[src/hdl/bfa_pkg.sv]
// Shared types and constants for the bitmap frame allocator.
package bfa_pkg;

	localparam int WORD_BITS      = 32;
	localparam int BIT_W          = $clog2(WORD_BITS);
	localparam int ADDR_W         = 32;
	localparam int CNT_W          = 13;
	localparam int BLOCK_BYTES    = 4096;
	localparam int BLOCK_SHIFT    = $clog2(BLOCK_BYTES);
	localparam int NUM_BLOCKS_DEF = 4096;

	localparam logic [CNT_W-1:0] LIMIT_RST = CNT_W'(4096);

	typedef enum logic [1:0] {
		FN_ALLOC  = 2'd0,
		FN_FREE   = 2'd1,
		FN_MARK   = 2'd2,
		FN_UNMARK = 2'd3
	} func_t;

	typedef enum logic [3:0] {
		ST_CLEAR,
		ST_IDLE,
		ST_SETUP,
		ST_ROUND,
		ST_CLIP,
		ST_ALLOC_RD,
		ST_ALLOC_CHK,
		ST_ALLOC_HIT,
		ST_SPAN_INIT,
		ST_SPAN_RD,
		ST_SPAN_WR,
		ST_COUNT,
		ST_DONE
	} state_t;

	typedef struct packed {
		logic rd_en;
		logic wr_en;
	} map_ctl_t;

	typedef struct packed {
		logic bit_val;
		logic all_ones;
		logic all_zero;
	} word_info_t;

endpackage

[src/hdl/bfa_bitmap.sv]
// Usage bitmap storage: one write port and one registered read port.
module bfa_bitmap #(
	parameter int WORDS = 128,
	parameter int IDX_W = 7
) (
	input  logic                          clk,
	input  bfa_pkg::map_ctl_t             ctl,
	input  logic [IDX_W-1:0]              wr_idx,
	input  logic [bfa_pkg::WORD_BITS-1:0] wr_data,
	input  logic [IDX_W-1:0]              rd_idx,
	output logic [bfa_pkg::WORD_BITS-1:0] rd_data
);
	import bfa_pkg::*;

	logic [WORD_BITS-1:0] mem [WORDS];

	always_ff @(posedge clk) begin
		if (ctl.wr_en) begin
			mem[wr_idx] <= wr_data;
		end
	end

	always_ff @(posedge clk) begin
		if (ctl.rd_en) begin
			rd_data <= mem[rd_idx];
		end
	end

endmodule

[config.mk]
export PLATFORM = sky130hd
export DESIGN_NAME = bfa_bitmap
export DESIGN_NICKNAME = d
export VERILOG_FILES = /design/src/hdl/bfa_pkg.sv /design/src/hdl/bfa_bitmap.sv
export SDC_FILE = /design/constraint.sdc
export NUM_CORES = 2
export LEC_CHECK = 0
export BUFFER_PORTS_ARGS = -buffer_cell sky130_fd_sc_hd__buf_2
export CAP_MARGIN = 20
export CORE_ASPECT_RATIO = 1.4
export CORE_MARGIN = 2
export CORE_UTILIZATION = 54
export CTS_CLUSTER_SIZE = 10
export DETAILED_ROUTE_END_ITERATION = 6
export GPL_TIMING_DRIVEN = 0
export PLACE_DENSITY = 0.7
export SYNTH_ARGS = -nofsm -noshare
export SYNTH_HDL_FRONTEND = slang
export SYNTH_SLANG_ARGS = --single-unit
[constraint.sdc]
create_clock -name clk -period 3.9 [get_ports clk]
set_input_delay 0.195 -clock clk [delete_from_list [all_inputs] [get_ports clk]]
set_output_delay 0.195 -clock clk [all_outputs]
set_load 0.005 [all_outputs]
**Word level (Yosys, flattened, before mapping)**

Memories as Yosys holds them, arrays and structs flattened. A register that Yosys moved wholly into a read port is not among the register bits.
Cells that the tools add are included.

- Mux-type cells: 2

Operators by type and width:

| cell | count |
|---|---|
| $mux 1 | 2 |

- Memories kept: 1
- Logic and storage cells: 3
- Output and inout bits: 32
- Register bits: 0
- RAM bits: 4096
- Bits of input ports: 49

Memory list:

| name | depth | bits a word | read ports | clocked after Yosys merged registers in | wr ports | line | RTL |
|---|---|---|---|---|---|---|---|
| mem | 128 | 32 | 1 | 1 | 1 | bfa_bitmap.sv:15 | `logic [WORD_BITS-1:0] mem [WORDS];` |

**Depth between registers and ports, before layout**

- Depth in word-level cells: 2
- Mapped depth: 8
- Gate-level depth less buffers: 4

**Worst setup path before layout**

No wires, ideal clock.

- Path kind: in2reg
- Start: in ctl[0] in the netlist's numbering
- End: mem mem[98][0] (enable)
- Stages on the path: 3
- Buffers on the path: 1
- Arrival: 2973 ps
- Setup time: 461 ps
- Slack: 466 ps
- Cells stage by stage: clkbuf_1 -> nand4_1 -> nor3_1

- Longest elaborated chain between the ends: 2

RTL lines:

| item | line | RTL |
|---|---|---|
| start, declared | bfa_bitmap.sv:7 | `input bfa_pkg::map_ctl_t ctl,` |
| $mux 1 | bfa_bitmap.sv:18 | `if (ctl.wr_en) begin` |
| $mux 1 (implied by the code) | bfa_bitmap.sv:19 | `mem[wr_idx] <= wr_data;` |
| end, declared | bfa_bitmap.sv:15 |  |

Every way passes these cells.

==> flow_metrics.py <==
metrics = {
    "place": {
        "dp_cells": 10000,
        "gp_congestion": 0.975,
        "place_area_um2": 167000,
        "port-buffer-count": 69,
        "place_hpwl_mm": 283,
    },
    "floorplan": {
        "die_y_um": 641,
        "core-area_um2": 288000,
        "dieArea_um2": 294000,
        "ios": 81,
        "start_util_pct": 54.4,
        "num_rows": 233,
        "die_w_um": 459,
    },
    "layout": {
        "finalCoreUtilization_pct": 62.4,
        "seqCellArea_um2": 124000,
        "multiInputGateArea_um2": 32300,
        "final_layout_size_suffix_gt1_share_pct": 35.1,
        "layout.cells.non_filler": 10600,
        "fillCellCount": 18300,
        "nets": 6813,
        "finalInstanceArea_um2": 180000,
        "synthToLayoutAreaGrowth_pct": 14.7,
    },
    "drt": {
        "drtPass1Iterations": 7,
        "num_vias": 72500,
        "viasPerCell": 6.82,
        "drt-total-wl_mm": 426,
        "drc": 46,
        "ant_nets": 0,
        "wl_per_cell_um": 40.1,
        "drt_iter0_drc": 10500,
    },
    "setup_path": {
        "r2r_start": "mem[83][17]$_DFFE_PP_",
        "required_ps": 4560,
        "rrSetupSlack_ps": 1020,
        "critPathLaunchType": "primary input",
        "path_class": "in2reg",
        "path_max_fanout": 12,
        "rr_worst_depth": 4,
        "worstSetupEndpointType": "flop",
        "r2r_end": "rd_data[17]$_DFFE_PP_",
        "cp.arrival_ps": 4570,
    },
    "yosys": {
        "synth.avg_cell_area_um2": 26.1,
        "ys.flop_type": "edfxtp_1",
        "yosysUniqueCellTypes": 16,
        "yosys.area.top_type": "edfxtp_1",
        "syn_inst": 5990,
        "synth_edf_count": 4128,
        "synth_nets": 6039,
        "async_reset_ff_share_pct": 0,
        "synth.top_cell.area_share_pct": 79.2,
        "synth_area_um2": 157000,
        "yosysSeqAreaShare_pct": 79.2,
        "yosysMostFrequentCell": "edfxtp_1",
        "synth.cells.most_frequent": "edfxtp_1, mux4_2, clkbuf_1",
        "synth.area.top_cells": "edfxtp_1, mux4_2, clkbuf_1",
        "ys_ff_latch": 4128,
        "ys_warn_count": 0,
    },
    "sta": {
        "setup_viol": 1,
        "post-route-period-util_pct": 100,
        "finalSetupTns_ps": -12.3,
        "slew_violations": 0,
        "hold_violations": 0,
        "rsz0062_at_grt": "no",
        "whs_ps": 147,
        "worst_slack_ps": -12.3,
        "clock.fmax_mhz": 256,
        "period_minus_slack_ps": 3910,
        "fin_worst_skew_ps": 31.4,
        "worst_slew_pin_slew_ps": 1180,
        "relSlewSlack_pct": 21.4,
    },
    "clock_tree": {
        "cts_setup_buffers": 0,
        "clk_path_buf_depth": 4,
        "clockRootBuffer": "clkbuf_16",
        "cts_tree": "yes",
        "insertion_delay_ps": 940,
        "clkTransAtPathRegs_ps": 60,
        "clock-sinks": 4128,
        "h-tree-depth": 5,
        "cts_buffers": 455,
    },
    "pwr": {
        "p_clk_share_pct": 40.1,
        "p_int_w": 0.0717,
        "power.leakage_nw": 55.0,
        "p_comb_share_pct": 5.8,
        "ir_drop_mv": 0.409,
        "p_switching_w": 0.0191,
        "p_sw_share_pct": 21.0,
        "powerDensity_nw_per_um2": 506,
        "seqPwrFrac_pct": 54.1,
    },
    "worst_hold_path": {
        "hp-start": "wr_idx[2]",
        "min_path_type": "in2reg",
        "hold_depth": 3,
        "min_to": "mem[102][30]$_DFFE_PP_",
    },
    "status": {
        "status": "finished, violations left",
        "failed_checks": "design-rule violations, negative setup slack",
    },
    "grt": {
        "antenna_found_initial": 77,
        "grt.total_usage_pct": 29.3,
        "grt_pass1_wl_mm": 588,
        "grt_max_degree": 93,
        "grt_overflow_total": 0,
        "grt_pass1_vias": 74200,
    },
    "run": {
        "cap_violations": 0,
    },
}
==> state kept, by name (all words and copies together), names as in the netlist <==
register / cells
mem: 4096
rd_data: 32
==> logic make-up after synthesis <==
| group | Yosys count | share of synthesized area, % |
|---|---|---|
| flip-flops | 4128 | 79.2 |
| multiplexers | 1376 | 19.6 |
| buffers and inverters | 316 | 0.837 |
| AND/OR/NAND/NOR | 170 | 0.445 |
==> per-stage QoR <==
| stage | total power [W] | setup WS [ps] |
|---|---|---|
| 5_1_grt | 0.0926 | 9.05 |
| 3_3_place_gp | 0.0549 | -3120 |
| 4_1_cts | 0.0909 | 51.6 |
| 6_report | 0.0908 | -12.3 |
| 2_1_floorplan | 0.0524 | 466 |
| 3_5_place_dp | 0.0551 | -1250 |
==> worst max path at each step <==
stage	from	to	slack (ps)	depth (start not counted)
2_1_floorplan	ctl[0]	mem[98][0]$_DFFE_PP_	470	3
3_3_place_gp	wr_idx[4]	mem[84][16]$_DFFE_PP_	-3120	4
3_5_place_dp	rd_idx[2]	rd_data[14]$_DFFE_PP_	-1250	8
4_1_cts	rd_idx[2]	rd_data[17]$_DFFE_PP_	50	9
5_1_grt	rd_idx[0]	rd_data[13]$_DFFE_PP_	9	7
6_report	rd_idx[0]	rd_data[13]$_DFFE_PP_	-10	7
==> power by group through the flow <==
| stage | combinational (W) | sequential, W | clock (W) |
|---|---|---|---|
| after global routing | 0.00533 | 0.0491 | 0.0382 |
| final | 0.00527 | 0.0491 | 0.0364 |
| after global placement | 0.00475 | 0.0501 | 0 |
| after CTS | 0.00516 | 0.0491 | 0.0366 |
| after detailed placement | 0.00509 | 0.0500 | 0 |
| after floorplan | 0.00236 | 0.0500 | 0 |
==> worst max-delay path: stages <==
cell    delay, ps
buf_2         340
buf_2         760
buf_1         790
mux4_2        610
mux4_2        650
mux4_2        730
mux2_2        370
==> layer usage <==
metal  track usage, %  part of all wire [%]  up-vias
met3             6.79                   9.8     1113
met1             34.9                    32    38900
met2             46.3                    49     4640
met5            0.993                  0.11        -
li1                 -                     -    27800
met4             23.0                   9.3       32
==> cell type report <==
class                      instances  area share [%]
sequential                      4128            69.0
multi-input combinational       1546            18.0
clock buffer                     463            6.42
timing repair buffer             318            3.04
tap                             3760            2.62
buffer                           315           0.772
antenna                           81           0.113
clock inverter                    14          0.0954
==> what timing repair did <==
action	4_1_cts	5_1_grt
endpoints found under the setup margin	32	1
gates resized for setup	17	0
hold buffers	34	0
endpoints found under the hold margin	1787	0
cloned	0	0
==> layout by cell type (no fill, tap or decap) <==
master,Yosys,final
nand2b_1,2,2
dlygate4sd3_1,0,34
edfxtp_1,4128,4128
mux4_2,1344,1344
buf_2,79,118
nor3_2,0,9
or3_1,1,1
clkbuf_1,182,153
buf_1,50,42
inv_6,0,10
nand4_1,3,3
clkdlybuf4s15_2,0,3
diode_2,0,81
inv_16,0,1
clkbuf_2,0,29
buf_16,0,100
nand3_1,12,12
buf_12,0,61
buf_4,3,33
bufinv_16,0,2
buf_8,0,26
nor2_4,0,119
mux2_2,32,32
nor2_1,122,3
clkbuf_16,0,461
nor2b_1,7,7
buf_6,2,33
nand2_1,14,14
clkinv_1,0,1
clkbuf_4,0,2
clkdlybuf4s15_1,0,1
Note: power is estimated with default switching activity, not from simulation.
