**config.mk**
```make
export PLATFORM = sky130hd
export DESIGN_NAME = bfa_core
export DESIGN_NICKNAME = d
export VERILOG_FILES = /design/src/hdl/bfa_pkg.sv /design/src/hdl/bfa_word_unit.sv /design/src/hdl/bfa_core.sv
export SDC_FILE = /design/constraint.sdc
export NUM_CORES = 1
export LEC_CHECK = 0
export BUFFER_PORTS_ARGS = -buffer_cell sky130_fd_sc_hd__buf_2
export CORE_MARGIN = 2
export CORE_UTILIZATION = 28
export CTS_BUF_LIST = sky130_fd_sc_hd__clkbuf_8
export DETAILED_ROUTE_END_ITERATION = 7
export PLACE_DENSITY_LB_ADDON = 0.12
export REMOVE_ABC_BUFFERS = 1
export SETUP_SLACK_MARGIN = 0.02
export SKIP_LAST_GASP = 1
export SLEW_MARGIN = 0
export SYNTH_ARGS = -nofsm -noshare
export SYNTH_HDL_FRONTEND = slang
export SYNTH_SLANG_ARGS = --single-unit
```
**constraint.sdc**
```tcl
create_clock -name clk -period 6.45 [get_ports clk]
set_clock_uncertainty 0.2 [all_clocks]
set_input_delay 0.645 -clock clk [delete_from_list [all_inputs] [get_ports clk]]
set_output_delay 0.645 -clock clk [all_outputs]
set_load 0.02 [all_outputs]
```
**src/hdl/bfa_pkg.sv**
```systemverilog
// Shared types and constants for the bitmap frame allocator.
package bfa_pkg;

	localparam int WORD_BITS      = 32;
	localparam int BIT_W          = $clog2(WORD_BITS);
	localparam int ADDR_W         = 32;
	localparam int CNT_W          = 13;
	localparam int BLOCK_BYTES    = 4096;
	localparam int BLOCK_SHIFT    = $clog2(BLOCK_BYTES);
	localparam int NUM_BLOCKS_DEF = 4096;

	localparam logic [CNT_W-1:0] LIMIT_RST = CNT_W'(4096);

	typedef enum logic [1:0] {
		FN_ALLOC  = 2'd0,
		FN_FREE   = 2'd1,
		FN_MARK   = 2'd2,
		FN_UNMARK = 2'd3
	} func_t;

	typedef enum logic [3:0] {
		ST_CLEAR,
		ST_IDLE,
		ST_SETUP,
		ST_ROUND,
		ST_CLIP,
		ST_ALLOC_RD,
		ST_ALLOC_CHK,
		ST_ALLOC_HIT,
		ST_SPAN_INIT,
		ST_SPAN_RD,
		ST_SPAN_WR,
		ST_COUNT,
		ST_DONE
	} state_t;

	typedef struct packed {
		logic rd_en;
		logic wr_en;
	} map_ctl_t;

	typedef struct packed {
		logic bit_val;
		logic all_ones;
		logic all_zero;
	} word_info_t;

endpackage

```
**src/hdl/bfa_word_unit.sv**
```systemverilog
// Shared word unit: bit pick, all-free and all-used tests, and masked set or clear.
module bfa_word_unit (
	input  logic [bfa_pkg::WORD_BITS-1:0] data,
	input  logic [bfa_pkg::BIT_W-1:0]     offset,
	input  logic [bfa_pkg::BIT_W-1:0]     lo,
	input  logic [bfa_pkg::BIT_W-1:0]     hi,
	input  logic                          set,
	output bfa_pkg::word_info_t           info,
	output logic [bfa_pkg::WORD_BITS-1:0] merged
);
	import bfa_pkg::*;

	localparam logic [BIT_W-1:0] TOP_BIT = BIT_W'(WORD_BITS - 1);

	logic [WORD_BITS-1:0] mask;

	always_comb begin
		info.bit_val  = data[offset];
		info.all_ones = &data;
		info.all_zero = ~|data;
		mask = ({WORD_BITS{1'b1}} << lo) & ({WORD_BITS{1'b1}} >> (TOP_BIT - hi));
		merged = set ? (data | mask) : (data & ~mask);
	end

endmodule

```
**src/hdl/bfa_core.sv**
```systemverilog
// Allocator sequencer: first-fit scan, span update over the bitmap and used-block count.
module bfa_core #(
	parameter int NUM_BLOCKS = bfa_pkg::NUM_BLOCKS_DEF,
	localparam int MAP_WORDS = (NUM_BLOCKS + bfa_pkg::WORD_BITS - 1) / bfa_pkg::WORD_BITS,
	localparam int IDX_W = (MAP_WORDS > 1) ? $clog2(MAP_WORDS) : 1
) (
	input  logic                          clk,
	input  logic                          arst_n,
	input  logic                          req_take,
	input  logic [1:0]                    req_func,
	input  logic [bfa_pkg::ADDR_W-1:0]    req_address,
	input  logic [bfa_pkg::ADDR_W-1:0]    req_amount,
	input  logic                          cfg_wr,
	input  logic [bfa_pkg::CNT_W-1:0]     cfg_max_blocks,
	output logic                          busy,
	output logic                          res_valid,
	input  logic                          res_take,
	output logic                          res_ok,
	output logic [bfa_pkg::ADDR_W-1:0]    res_block_address,
	output logic [bfa_pkg::CNT_W-1:0]     res_used_count,
	output bfa_pkg::map_ctl_t             map_ctl,
	output logic [IDX_W-1:0]              map_rd_idx,
	output logic [IDX_W-1:0]              map_wr_idx,
	output logic [bfa_pkg::WORD_BITS-1:0] map_wr_data,
	input  logic [bfa_pkg::WORD_BITS-1:0] map_rd_data
);
	import bfa_pkg::*;

	localparam int BW    = $clog2(NUM_BLOCKS + 1);
	localparam int CW    = ((BW > CNT_W) ? BW : CNT_W) + 1;
	localparam int SUM_W = ADDR_W + 1;
	localparam int HI_B  = IDX_W + BIT_W - 1;
	localparam logic [CNT_W-1:0] NB_CAP = (NUM_BLOCKS > (2 ** CNT_W - 1)) ?
		CNT_W'(2 ** CNT_W - 1) : CNT_W'(NUM_BLOCKS);
	localparam logic [CNT_W-1:0] LIM_RST = (NB_CAP < LIMIT_RST) ? NB_CAP : LIMIT_RST;
	localparam logic [IDX_W-1:0] LAST_IDX = IDX_W'(MAP_WORDS - 1);
	localparam logic [SUM_W-1:0] NB_SUM = SUM_W'(NUM_BLOCKS);
	localparam logic [BW-1:0]    NB_B   = BW'(NUM_BLOCKS);

	state_t state_q, state_d;

	func_t                func_q;
	logic [ADDR_W-1:0]    addr_q;
	logic [ADDR_W-1:0]    amt_q;
	logic [SUM_W-1:0]     acc_q;
	logic [SUM_W-1:0]     n_q;
	logic [CNT_W-1:0]     lim_q;
	logic [CNT_W-1:0]     used_q;
	logic [IDX_W-1:0]     clr_idx_q;
	logic [BW-1:0]        b_q;
	logic [CNT_W-1:0]     run_q;
	logic [BW-1:0]        first_q;
	logic [BW-1:0]        span_first_q;
	logic [BW-1:0]        span_last_q;
	logic [BW-1:0]        lastm1_q;
	logic [IDX_W-1:0]     w_q;
	logic                 set_q;
	logic                 ok_q;
	logic [ADDR_W-1:0]    baddr_q;

	logic [SUM_W-1:0]     page;
	logic [CNT_W-1:0]     free_cnt;
	logic                 amt_bad;
	logic [CW-1:0]        lim_c;
	logic                 b_past_lim;
	logic [BW-1:0]        b_next;
	logic                 at_end;
	logic                 fast;
	logic                 fast_skip;
	logic                 fast_fill;
	logic                 run_fast;
	logic [CNT_W-1:0]     run_inc;
	logic                 hit_bit;
	logic [BW-1:0]        run_start;
	logic [BW-1:0]        last_clip;
	logic                 span_empty;
	logic                 last_word;
	logic [BIT_W-1:0]     lo;
	logic [BIT_W-1:0]     hi;
	word_info_t           info;
	logic [WORD_BITS-1:0] merged;
	logic [CNT_W:0]       add_sum;
	logic [CNT_W-1:0]     cnt_add;
	logic [CNT_W-1:0]     cnt_sub;
	logic [CNT_W-1:0]     lim_new;

	bfa_word_unit u_word (
		.data   (map_rd_data),
		.offset (b_q[BIT_W-1:0]),
		.lo     (lo),
		.hi     (hi),
		.set    (set_q),
		.info   (info),
		.merged (merged)
	);

	always_comb begin
		page       = SUM_W'(addr_q[ADDR_W-1:BLOCK_SHIFT]);
		free_cnt   = lim_q - used_q;
		amt_bad    = (amt_q == '0) || (amt_q > ADDR_W'(free_cnt));
		lim_c      = CW'(lim_q);
		b_past_lim = CW'(b_q) >= lim_c;
		b_next     = b_q + 1'b1;
		at_end     = CW'(b_next) >= lim_c;
		fast       = (b_q[BIT_W-1:0] == '0) && ((CW'(b_q) + CW'(WORD_BITS)) <= lim_c);
		fast_skip  = fast && info.all_ones;
		fast_fill  = fast && info.all_zero;
		run_fast   = ({1'b0, run_q} + (CNT_W + 1)'(WORD_BITS)) >= {1'b0, amt_q[CNT_W-1:0]};
		run_inc    = run_q + 1'b1;
		hit_bit    = run_inc == amt_q[CNT_W-1:0];
		run_start  = (run_q == '0) ? b_q : first_q;
		last_clip  = (acc_q > NB_SUM) ? NB_B : acc_q[BW-1:0];
		span_empty = (page >= acc_q) || (page >= NB_SUM);
		last_word  = w_q == lastm1_q[HI_B:BIT_W];
		lo = (w_q == span_first_q[HI_B:BIT_W]) ? span_first_q[BIT_W-1:0] : '0;
		hi = last_word ? lastm1_q[BIT_W-1:0] : '1;
		add_sum = {1'b0, used_q} + {1'b0, n_q[CNT_W-1:0]};
		if ((n_q[SUM_W-1:CNT_W] != '0) || (add_sum > {1'b0, lim_q})) begin
			cnt_add = lim_q;
		end else begin
			cnt_add = add_sum[CNT_W-1:0];
		end
		cnt_sub = (n_q >= SUM_W'(used_q)) ? '0 : (used_q - n_q[CNT_W-1:0]);
		lim_new = (cfg_max_blocks > NB_CAP) ? NB_CAP : cfg_max_blocks;
	end

	always_comb begin
		state_d = state_q;
		case (state_q)
			ST_CLEAR: begin
				if (clr_idx_q == LAST_IDX) state_d = ST_IDLE;
			end
			ST_IDLE: begin
				if (req_take) state_d = ST_SETUP;
			end
			ST_SETUP: begin
				if (func_q == FN_ALLOC) begin
					state_d = amt_bad ? ST_DONE : ST_ALLOC_RD;
				end else begin
					state_d = ST_ROUND;
				end
			end
			ST_ROUND: state_d = ST_CLIP;
			ST_CLIP: state_d = span_empty ? ST_COUNT : ST_SPAN_INIT;
			ST_ALLOC_RD: state_d = b_past_lim ? ST_DONE : ST_ALLOC_CHK;
			ST_ALLOC_CHK: begin
				if (fast_skip) begin
					state_d = ST_ALLOC_RD;
				end else if (fast_fill) begin
					state_d = run_fast ? ST_ALLOC_HIT : ST_ALLOC_RD;
				end else if (!info.bit_val && hit_bit) begin
					state_d = ST_ALLOC_HIT;
				end else if (at_end || (b_next[BIT_W-1:0] == '0)) begin
					state_d = ST_ALLOC_RD;
				end
			end
			ST_ALLOC_HIT: state_d = ST_SPAN_INIT;
			ST_SPAN_INIT: state_d = ST_SPAN_RD;
			ST_SPAN_RD: state_d = ST_SPAN_WR;
			ST_SPAN_WR: state_d = last_word ? ST_COUNT : ST_SPAN_RD;
			ST_COUNT: state_d = ST_DONE;
			ST_DONE: begin
				if (res_take) state_d = ST_IDLE;
			end
			default: state_d = ST_IDLE;
		endcase
	end

	always_comb begin
		busy          = state_q != ST_IDLE;
		res_valid     = state_q == ST_DONE;
		map_ctl.rd_en = ((state_q == ST_ALLOC_RD) && !b_past_lim) || (state_q == ST_SPAN_RD);
		map_ctl.wr_en = (state_q == ST_CLEAR) || (state_q == ST_SPAN_WR);
		map_rd_idx    = (state_q == ST_ALLOC_RD) ? b_q[HI_B:BIT_W] : w_q;
		map_wr_idx    = (state_q == ST_CLEAR) ? clr_idx_q : w_q;
		map_wr_data   = (state_q == ST_CLEAR) ? {WORD_BITS{1'b1}} : merged;
	end

	always_ff @(posedge clk or negedge arst_n) begin
		if (!arst_n) begin
			state_q   <= ST_CLEAR;
			clr_idx_q <= '0;
			lim_q     <= LIM_RST;
			used_q    <= LIM_RST;
		end else begin
			state_q <= state_d;
			if (state_q == ST_CLEAR) begin
				clr_idx_q <= clr_idx_q + 1'b1;
			end
			if (cfg_wr) begin
				lim_q  <= lim_new;
				used_q <= (used_q > lim_new) ? lim_new : used_q;
			end else if (state_q == ST_COUNT) begin
				used_q <= set_q ? cnt_add : cnt_sub;
			end
		end
	end

	always_ff @(posedge clk) begin
		case (state_q)
			ST_IDLE: begin
				if (req_take) begin
					func_q <= func_t'(req_func);
					addr_q <= req_address;
					amt_q  <= req_amount;
				end
			end
			ST_SETUP: begin
				set_q   <= (func_q == FN_ALLOC) || (func_q == FN_MARK);
				ok_q    <= func_q != FN_ALLOC;
				baddr_q <= '0;
				b_q     <= '0;
				run_q   <= '0;
				first_q <= '0;
				n_q     <= SUM_W'(amt_q);
				if (func_q == FN_FREE) begin
					acc_q <= page + SUM_W'(amt_q);
				end else begin
					acc_q <= SUM_W'(addr_q) + SUM_W'(amt_q);
				end
			end
			ST_ROUND: begin
				if (func_q != FN_FREE) begin
					acc_q <= SUM_W'(acc_q[SUM_W-1:BLOCK_SHIFT]) +
						SUM_W'(|acc_q[BLOCK_SHIFT-1:0]);
				end
			end
			ST_CLIP: begin
				if (func_q != FN_FREE) begin
					n_q <= acc_q - page;
				end
				span_first_q <= page[BW-1:0];
				span_last_q  <= last_clip;
			end
			ST_ALLOC_CHK: begin
				if (fast_skip) begin
					run_q <= '0;
					b_q   <= b_q + BW'(WORD_BITS);
				end else if (fast_fill) begin
					span_first_q <= run_start;
					first_q      <= run_start;
					run_q        <= run_q + CNT_W'(WORD_BITS);
					b_q          <= b_q + BW'(WORD_BITS);
				end else begin
					if (info.bit_val) begin
						run_q <= '0;
					end else begin
						first_q      <= run_start;
						span_first_q <= run_start;
						run_q        <= run_inc;
					end
					b_q <= b_next;
				end
			end
			ST_ALLOC_HIT: begin
				span_last_q <= span_first_q + amt_q[BW-1:0];
				ok_q        <= 1'b1;
				baddr_q     <= ADDR_W'(SUM_W'(span_first_q) << BLOCK_SHIFT);
			end
			ST_SPAN_INIT: begin
				lastm1_q <= span_last_q - 1'b1;
				w_q      <= span_first_q[HI_B:BIT_W];
			end
			ST_SPAN_WR: begin
				w_q <= w_q + 1'b1;
			end
			default: begin
			end
		endcase
	end

	assign res_ok            = ok_q;
	assign res_block_address = baddr_q;
	assign res_used_count    = used_q;

endmodule

```
; ---- Yosys cells after proc, flatten, opt, wreduce, memory -nomap -nowiden
; Cells that the tools add are included.
[word_totals]
in_bits = 116
word_cells = 178
reg_bits = 286
[op_classes]
shift = 2
n_lt_le_gt_ge = 13
n_addsub = 18
n_reduce_logical = 41
eq_ne = 29
n_mux = 52
bitwise_logic = 4
[ops]
columns = op, n
row1 = 13-bit two-way mux, 16
row2 = 33-bit one-hot mux with 2 select lines, 2
row3 = 13-bit one-hot mux with 2 select lines, 4
row4 = 33-bit two-way mux, 3
row5 = 32-bit AND, 2
row6 = 32-bit two-way mux, 2
row7 = 32-bit one-hot mux with 2 select lines, 1
row8 = 4-bit one-hot mux with 13 select lines, 1
row9 = 4-bit two-way mux, 10
row10 = 20-bit by 32-bit adder with 33-bit output, 1
row11 = 32-bit by 32-bit adder with 33-bit output, 1
row12 = 20-bit by 33-bit >= comparator with 1-bit output, 1
row13 = 33-bit by 13-bit >= comparator with 1-bit output, 1
row14 = "33-bit by 13-bit > comparator with 1-bit output, second input constant", 1
row15 = 33-bit by 20-bit subtractor with 33-bit output, 1
row16 = 32-bit by 13-bit > comparator with 1-bit output, 1
row17 = 32-bit logical NOT, 1
row18 = 32-bit NOT, 1
row19 = 32-bit bitwise OR, 1
row20 = 32-bit AND reduction, 1
row21 = 32-bit OR reduction, 1
row22 = "32-bit by 5-bit << shifter with 32-bit output, first input constant", 1
row23 = "32-bit by 5-bit >> shifter with 32-bit output, first input constant", 1
row24 = "13-bit by 6-bit adder with 14-bit output, second input constant", 2
row25 = 53 further kinds, 102

; ---- Logic depth before layout (Yosys ltp)
[logic_depth]
word_depth = 9
depth_mapped = 20

; ---- By module
; A second synthesis with hierarchy kept.
[unflattened]
hier_cells = 2413
hier_area_um2 = 22342.7
[by_module_without_submodules]
columns = module, area_each_um2, cells_each, seq_area_each_um2, n_inst
row1 = bfa_core, 20941.3, 2221, 7835.0, 1
row2 = bfa_word_unit, 1401.3, 192, 0.0, 1

; ---- Worst setup path before layout
; Ideal clock, no wire load.
[synth_path]
kind = register to register
startpoint = register state_q[3]
endpoint = register n_q[0], enable pin
n_path_buf = 3
stages_incl_launch_ff = 8
required_ns = 5.781
t_arrival_ns = 3.751
slack_ns = 2.030
path_cell_list = dfrtp_1 inv_1 ha_1 clkbuf_1 nand2_1 clkbuf_1 clkbuf_1 o21ai_0
[synth_via]
elab_chain_cells = 3
word_cells_on_any_way = 5
[synth_rtl]
columns = element, line
row1 = "start, declared", bfa_core.sv:40  ; state_t state_q, state_d;
row2 = "start signal, assigned", bfa_core.sv:186  ; state_q <= state_d;
row3 = 4-bit by 3-bit == test with 1-bit output or 4-bit by 2-bit == test with 1-bit output (tied branches), bfa_core.sv:200  ; case (state_q)
row4 = 2-bit != test (no line) or 2-bit nonzero test (tied branches), --
row5 = 2-bit AND reduction (no line) *, --
row6 = "end signal, assigned", bfa_core.sv:215  ; n_q <= SUM_W'(amt_q);
row7 = "end signal, assigned", bfa_core.sv:230  ; n_q <= acc_q - page;
row8 = "end, declared", bfa_core.sv:46  ; logic [SUM_W-1:0] n_q;
; Every way passes the cells marked *; elsewhere a longest branch is shown, timed or not.
; A chain may end at the register's enable or synchronous reset.

; ---- Worst setup path after layout
[layout_path]
startpoint = register used_q[1], in the netlist res_used_count[1]
endpoint = register used_q[7], in the netlist res_used_count[7]
[layout_via]
elab_chain_cells = 7
word_cells_on_any_way = 13
[layout_rtl]
columns = element, line
row1 = "start, declared", bfa_core.sv:48  ; logic [CNT_W-1:0] used_q;
row2 = "start signal, assigned", bfa_core.sv:192  ; used_q <= (used_q > lim_new) ? lim_new : used_q;
row3 = "start signal, assigned", bfa_core.sv:194  ; used_q <= set_q ? cnt_add : cnt_sub;
row4 = 13-bit by 13-bit adder with 14-bit output, bfa_core.sv:117  ; add_sum = {1'b0, used_q} + {1'b0, n_q[CNT_W-1:0]};
row5 = 14-bit by 13-bit > comparator with 1-bit output, bfa_core.sv:118  ; if ((n_q[SUM_W-1:CNT_W] != '0) || (add_sum > {1'b0, lim_q})) begin
row6 = 1-bit logical OR, bfa_core.sv:118
row7 = 13-bit two-way mux, bfa_core.sv:118
row8 = 13-bit two-way mux, bfa_core.sv:194
row9 = 13-bit two-way mux, bfa_core.sv:193  ; end else if (state_q == ST_COUNT) begin
row10 = 13-bit two-way mux, bfa_core.sv:190  ; if (cfg_wr) begin
; Several ways; a longest one is shown, not always the timed one. The select of a mux whose other input is x is not followed.

==> run summary <==
Run status
- run status: complete, no violations

Critical path
- worst reg2reg startpoint: res_used_count[1]
- critical path buffer and inverter count: 1
- maximum fanout along the worst path: 19
- delay contributed by the slowest stage of the critical path: 0.61 ns
- kind of critical path: reg -> reg
- slowest stage cell on the critical path: sky130_fd_sc_hd__dfrtp_1
- required time reported for the critical path endpoint: 6.83 ns
- arrival time worst endpoint: 5.40 ns
- kind of cell with the highest combined delay on the critical path: compound AO/OA/AOI/OAI gates
- Setup crit start kind: register
- R2R Path End: res_used_count[7]
- number of cells traversed by the worst register-to-register path: 16
- reg2reg setup slack: 1.42 ns
- cell-by-cell trace of the critical path: inv_1, ha_1, nor2b_1, o311ai_2, a211oi_1, o31a_1, o41a_1, xnor2_1, ha_1, o21ai_0, a31oi_1, a2111oi_0, o211a_1, a21boi_4, mux2_2, a211oi_1
- Worst Setup End Kind: register

Global route
- total routing resource utilization after global routing: 0.2027
- number of global-route vias before repair: 19600
- number of antenna violations at the first check in global routing: 2
- pin count of the biggest net entering global routing: 67
- wire length of the first global-routing pass: 124600 um
- GRT Residual Overflow: 0

Cells and area
- final net count: 3030
- Non-Filler Cell Area, Final: 25710 um2
- Filler Cells Inserted: 8270
- post-layout utilization of the core: 0.3313
- fraction of layout instances using a drive strength above 1: 0.1268
- relative area change from synthesis to final layout: 16.91%
- non-filler instance count after layout: 3777

Route
- Post-DRT Antenna Nets: 0
- wire per inst: 22.25 um
- routed via count divided by cell count: 5.141
- count of unresolved DRC violations after routing: 0
- Vias: 19420
- count of routing violations after the opening detailed-route iteration: 1461
- routed wire length: 84040 um
- number of detailed-route iterations in the first pass: 6

Place
- total placed cells including tap cells: 3608
- Final Wtd Congestion: 0.8736
- worst setup slack before clock tree synthesis: 1.410 ns
- placed standard-cell area: 23980 um2
- port bufs: 192
- Detail Placement HPWL: 65630 um

Logic synthesis
- most used flip-flop cell after synthesis: sky130_fd_sc_hd__edfxtp_1
- Seq/Total Area, Yosys: 0.3563
- Post-Synth Simple-Gate Area: 0.1821
- post-synthesis adder-cell area fraction: 0.1278
- main combinational cell family by area after synthesis: simple AND/OR/NAND/NOR gates
- Mapped Avg Cell Area: 8.965 um2
- top cells by instance count after synthesis: sky130_fd_sc_hd__nand2_1, sky130_fd_sc_hd__edfxtp_1, sky130_fd_sc_hd__ha_1
- top-area cell type share of the netlist area: 0.3141
- Gate Count Post-Synth: 2453
- number of storage elements in the synthesis netlist: 267
- largest area contributor in the synthesized netlist: sky130_fd_sc_hd__edfxtp_1
- async set-or-reset flop fraction in the synthesized netlist: 0.1386
- Post-synth EDFFs: 230
- Synth Area in XOR/XNOR: 0.07209
- top area cells in the synthesized netlist: sky130_fd_sc_hd__edfxtp_1, sky130_fd_sc_hd__ha_1, sky130_fd_sc_hd__nand2_1
- most frequent cell after synthesis: sky130_fd_sc_hd__nand2_1
- proportion of synthesized area in mux cells: 0.03931
- synthesis warning total: 0
- post-synthesis instance area: 21990 um2
- complex-gate fraction of the synthesized area: 0.1724
- distinct cell type count after synthesis: 87

Clock tree
- clock tree from TritonCTS: built
- Num CTS Buffers: 54
- number of setup buffers added after CTS: 0
- later-pin clock latency in the skew report: 0.67 ns
- H-tree depth: 2
- CTS clock-pin slew for the worst setup and hold paths: 0.07 ns
- CTS sink count: 267
- # resized after CTS: 0
- Root Driver: sky130_fd_sc_hd__clkbuf_8
- hold buffer count at CTS: 69
- Max clock buf depth: 3

Pwr
- PwrDens: 444.2 nW/um2
- highest ir drop seen on vdd: 0.1558 mV
- Final Power: 11.42 mW
- leakage power total: 10.72 nW

Worst hold path
- end point of the most critical hold path: lim_q[9]
- Hold Crit Depth: 3
- Worst Hold Launch: cfg_max_blocks[9]
- worst min-delay path category: in -> reg

STA
- number of setup violations in the final report: 0
- worst hold slack across all endpoints: 0.08519 ns
- Max-slew headroom: 0.2726
- achievable clock frequency: 199.0 MHz
- setup repair after global routing missed its margin: no
- crit share post-route: 0.7792
- total count of max-transition violations in the final report: 0
- slew at the pin with the worst max-slew slack: 1.087 ns
- Final WS setup: 1.424 ns
- aggregate negative setup slack: 0 ns
- min Tclk post-route: 5.026 ns
- final hold violation count: 0

Die
- initial core utilization: 0.2834
- width of the die: 284.3 um
- total number of placement rows: 102
- Core Area: 77590 um2
- DIE AREA: 80800 um2
- count of boundary I/O pins: 212
- Die Height: 284.3 um

Job
- max-cap check violation count: 0

==> where the power goes <==
| part | leakage [nW] | switching, mW | internal, mW |
|---|---|---|---|
| Combinational | 7.58 | 4.05 | 2.41 |
| Clock | 0.589 | 0.840 | 0.919 |
| Sequential | 2.56 | 0.653 | 2.56 |
==> worst max-delay path by stage <==
stage                            from            endpoint  slack [ns]  cells past startpoint
floorplan                  state_q[3]              n_q[0]        1.70                      4
global placement    res_used_count[1]   res_used_count[7]        1.55                     16
detailed placement  res_used_count[1]  res_used_count[10]        1.41                     16
CTS                 res_used_count[1]  res_used_count[10]        1.40                     16
global route        res_used_count[1]   res_used_count[7]        0.94                     16
finish              res_used_count[1]   res_used_count[7]        1.42                     16
==> cell families (layout without fill, tap and decap cells) <==
group,count (synthesis),count (layout)
and+or+nand+nor,850,850
muxes,82,82
other,1,20
DFF,267,267
AOI/OAI and AO/OA,590,590
xor gates and xnor gates,181,181
buffers and inverters,261,526
adders and majority gates,221,221
==> registers in the layout, summed over array words and instances, names as in the netlist <==
signal and cells:
acc_q 33, n_q 33, addr_q 32, amt_q 32, b_q 13, first_q 13
lim_q 13, res_block_address 13, res_used_count 13, run_q 13, span_first_q 13, lastm1_q 12
span_last_q 12, clr_idx_q 7, w_q 7, state_q 4, func_q 2, res_ok 1
set_q 1
==> placed cells by master (no fill, tap or decap), types with 28 or more instances in the layout <==
cell type                       count
sky130_fd_sc_hd__clkbuf_8          55
sky130_fd_sc_hd__a21oi_1          136
sky130_fd_sc_hd__nand2b_1          28
sky130_fd_sc_hd__edfxtp_1         230
sky130_fd_sc_hd__xnor2_1          102
sky130_fd_sc_hd__nor2_1           179
sky130_fd_sc_hd__a21o_1            47
sky130_fd_sc_hd__nor2b_1           28
sky130_fd_sc_hd__and3_1            31
sky130_fd_sc_hd__nor3_1            45
sky130_fd_sc_hd__a31oi_1           28
sky130_fd_sc_hd__dlygate4sd3_1     69
sky130_fd_sc_hd__o21ai_0          172
sky130_fd_sc_hd__ha_1             215
sky130_fd_sc_hd__inv_1            150
sky130_fd_sc_hd__dfrtp_1           35
sky130_fd_sc_hd__mux2i_1           65
sky130_fd_sc_hd__nand4_1           34
sky130_fd_sc_hd__xor2_1            79
sky130_fd_sc_hd__nand3_1           73
sky130_fd_sc_hd__nor4_1            38
sky130_fd_sc_hd__nand2_1          309
sky130_fd_sc_hd__buf_2            192
==> final cells by class <==
class                      instances  area, um2  share of cell area
clock buffer                      55      757.0             0.02944
inverter                         139      521.8             0.02029
tap                             1040       1301             0.05061
sequential                       267       7835              0.3047
multi-input combinational       1943      13160              0.5117
antenna                            1      2.502          0.00009733
timing repair buffer             288       1854             0.07212
clock inverter                    44      281.5             0.01095
==> metal layers <==
layer / up-vias / routed length (um) / track usage
met5: - / 0 / 0
met2: 524 / 40710 / 0.3493
met4: 0 / 2866 / 0.06934
met1: 9401 / 37000 / 0.2604
li1: 9364 / - / -
met3: 127 / 3458 / 0.02592
==> worst register-to-register path, stage by stage (launching register included) <==
cell	delay, ns
sky130_fd_sc_hd__dfrtp_1	0.61
sky130_fd_sc_hd__inv_1	0.13
sky130_fd_sc_hd__ha_1	0.35
sky130_fd_sc_hd__nor2b_1	0.08
sky130_fd_sc_hd__o311ai_2	0.30
sky130_fd_sc_hd__a211oi_1	0.17
sky130_fd_sc_hd__o31a_1	0.29
sky130_fd_sc_hd__o41a_1	0.39
sky130_fd_sc_hd__xnor2_1	0.23
sky130_fd_sc_hd__ha_1	0.28
sky130_fd_sc_hd__o21ai_0	0.08
sky130_fd_sc_hd__a31oi_1	0.06
sky130_fd_sc_hd__a2111oi_0	0.42
sky130_fd_sc_hd__o211a_1	0.24
sky130_fd_sc_hd__a21boi_4	0.48
sky130_fd_sc_hd__mux2_2	0.40
sky130_fd_sc_hd__a211oi_1	0.24
No activity file was read; power rests on OpenSTA's default activity.
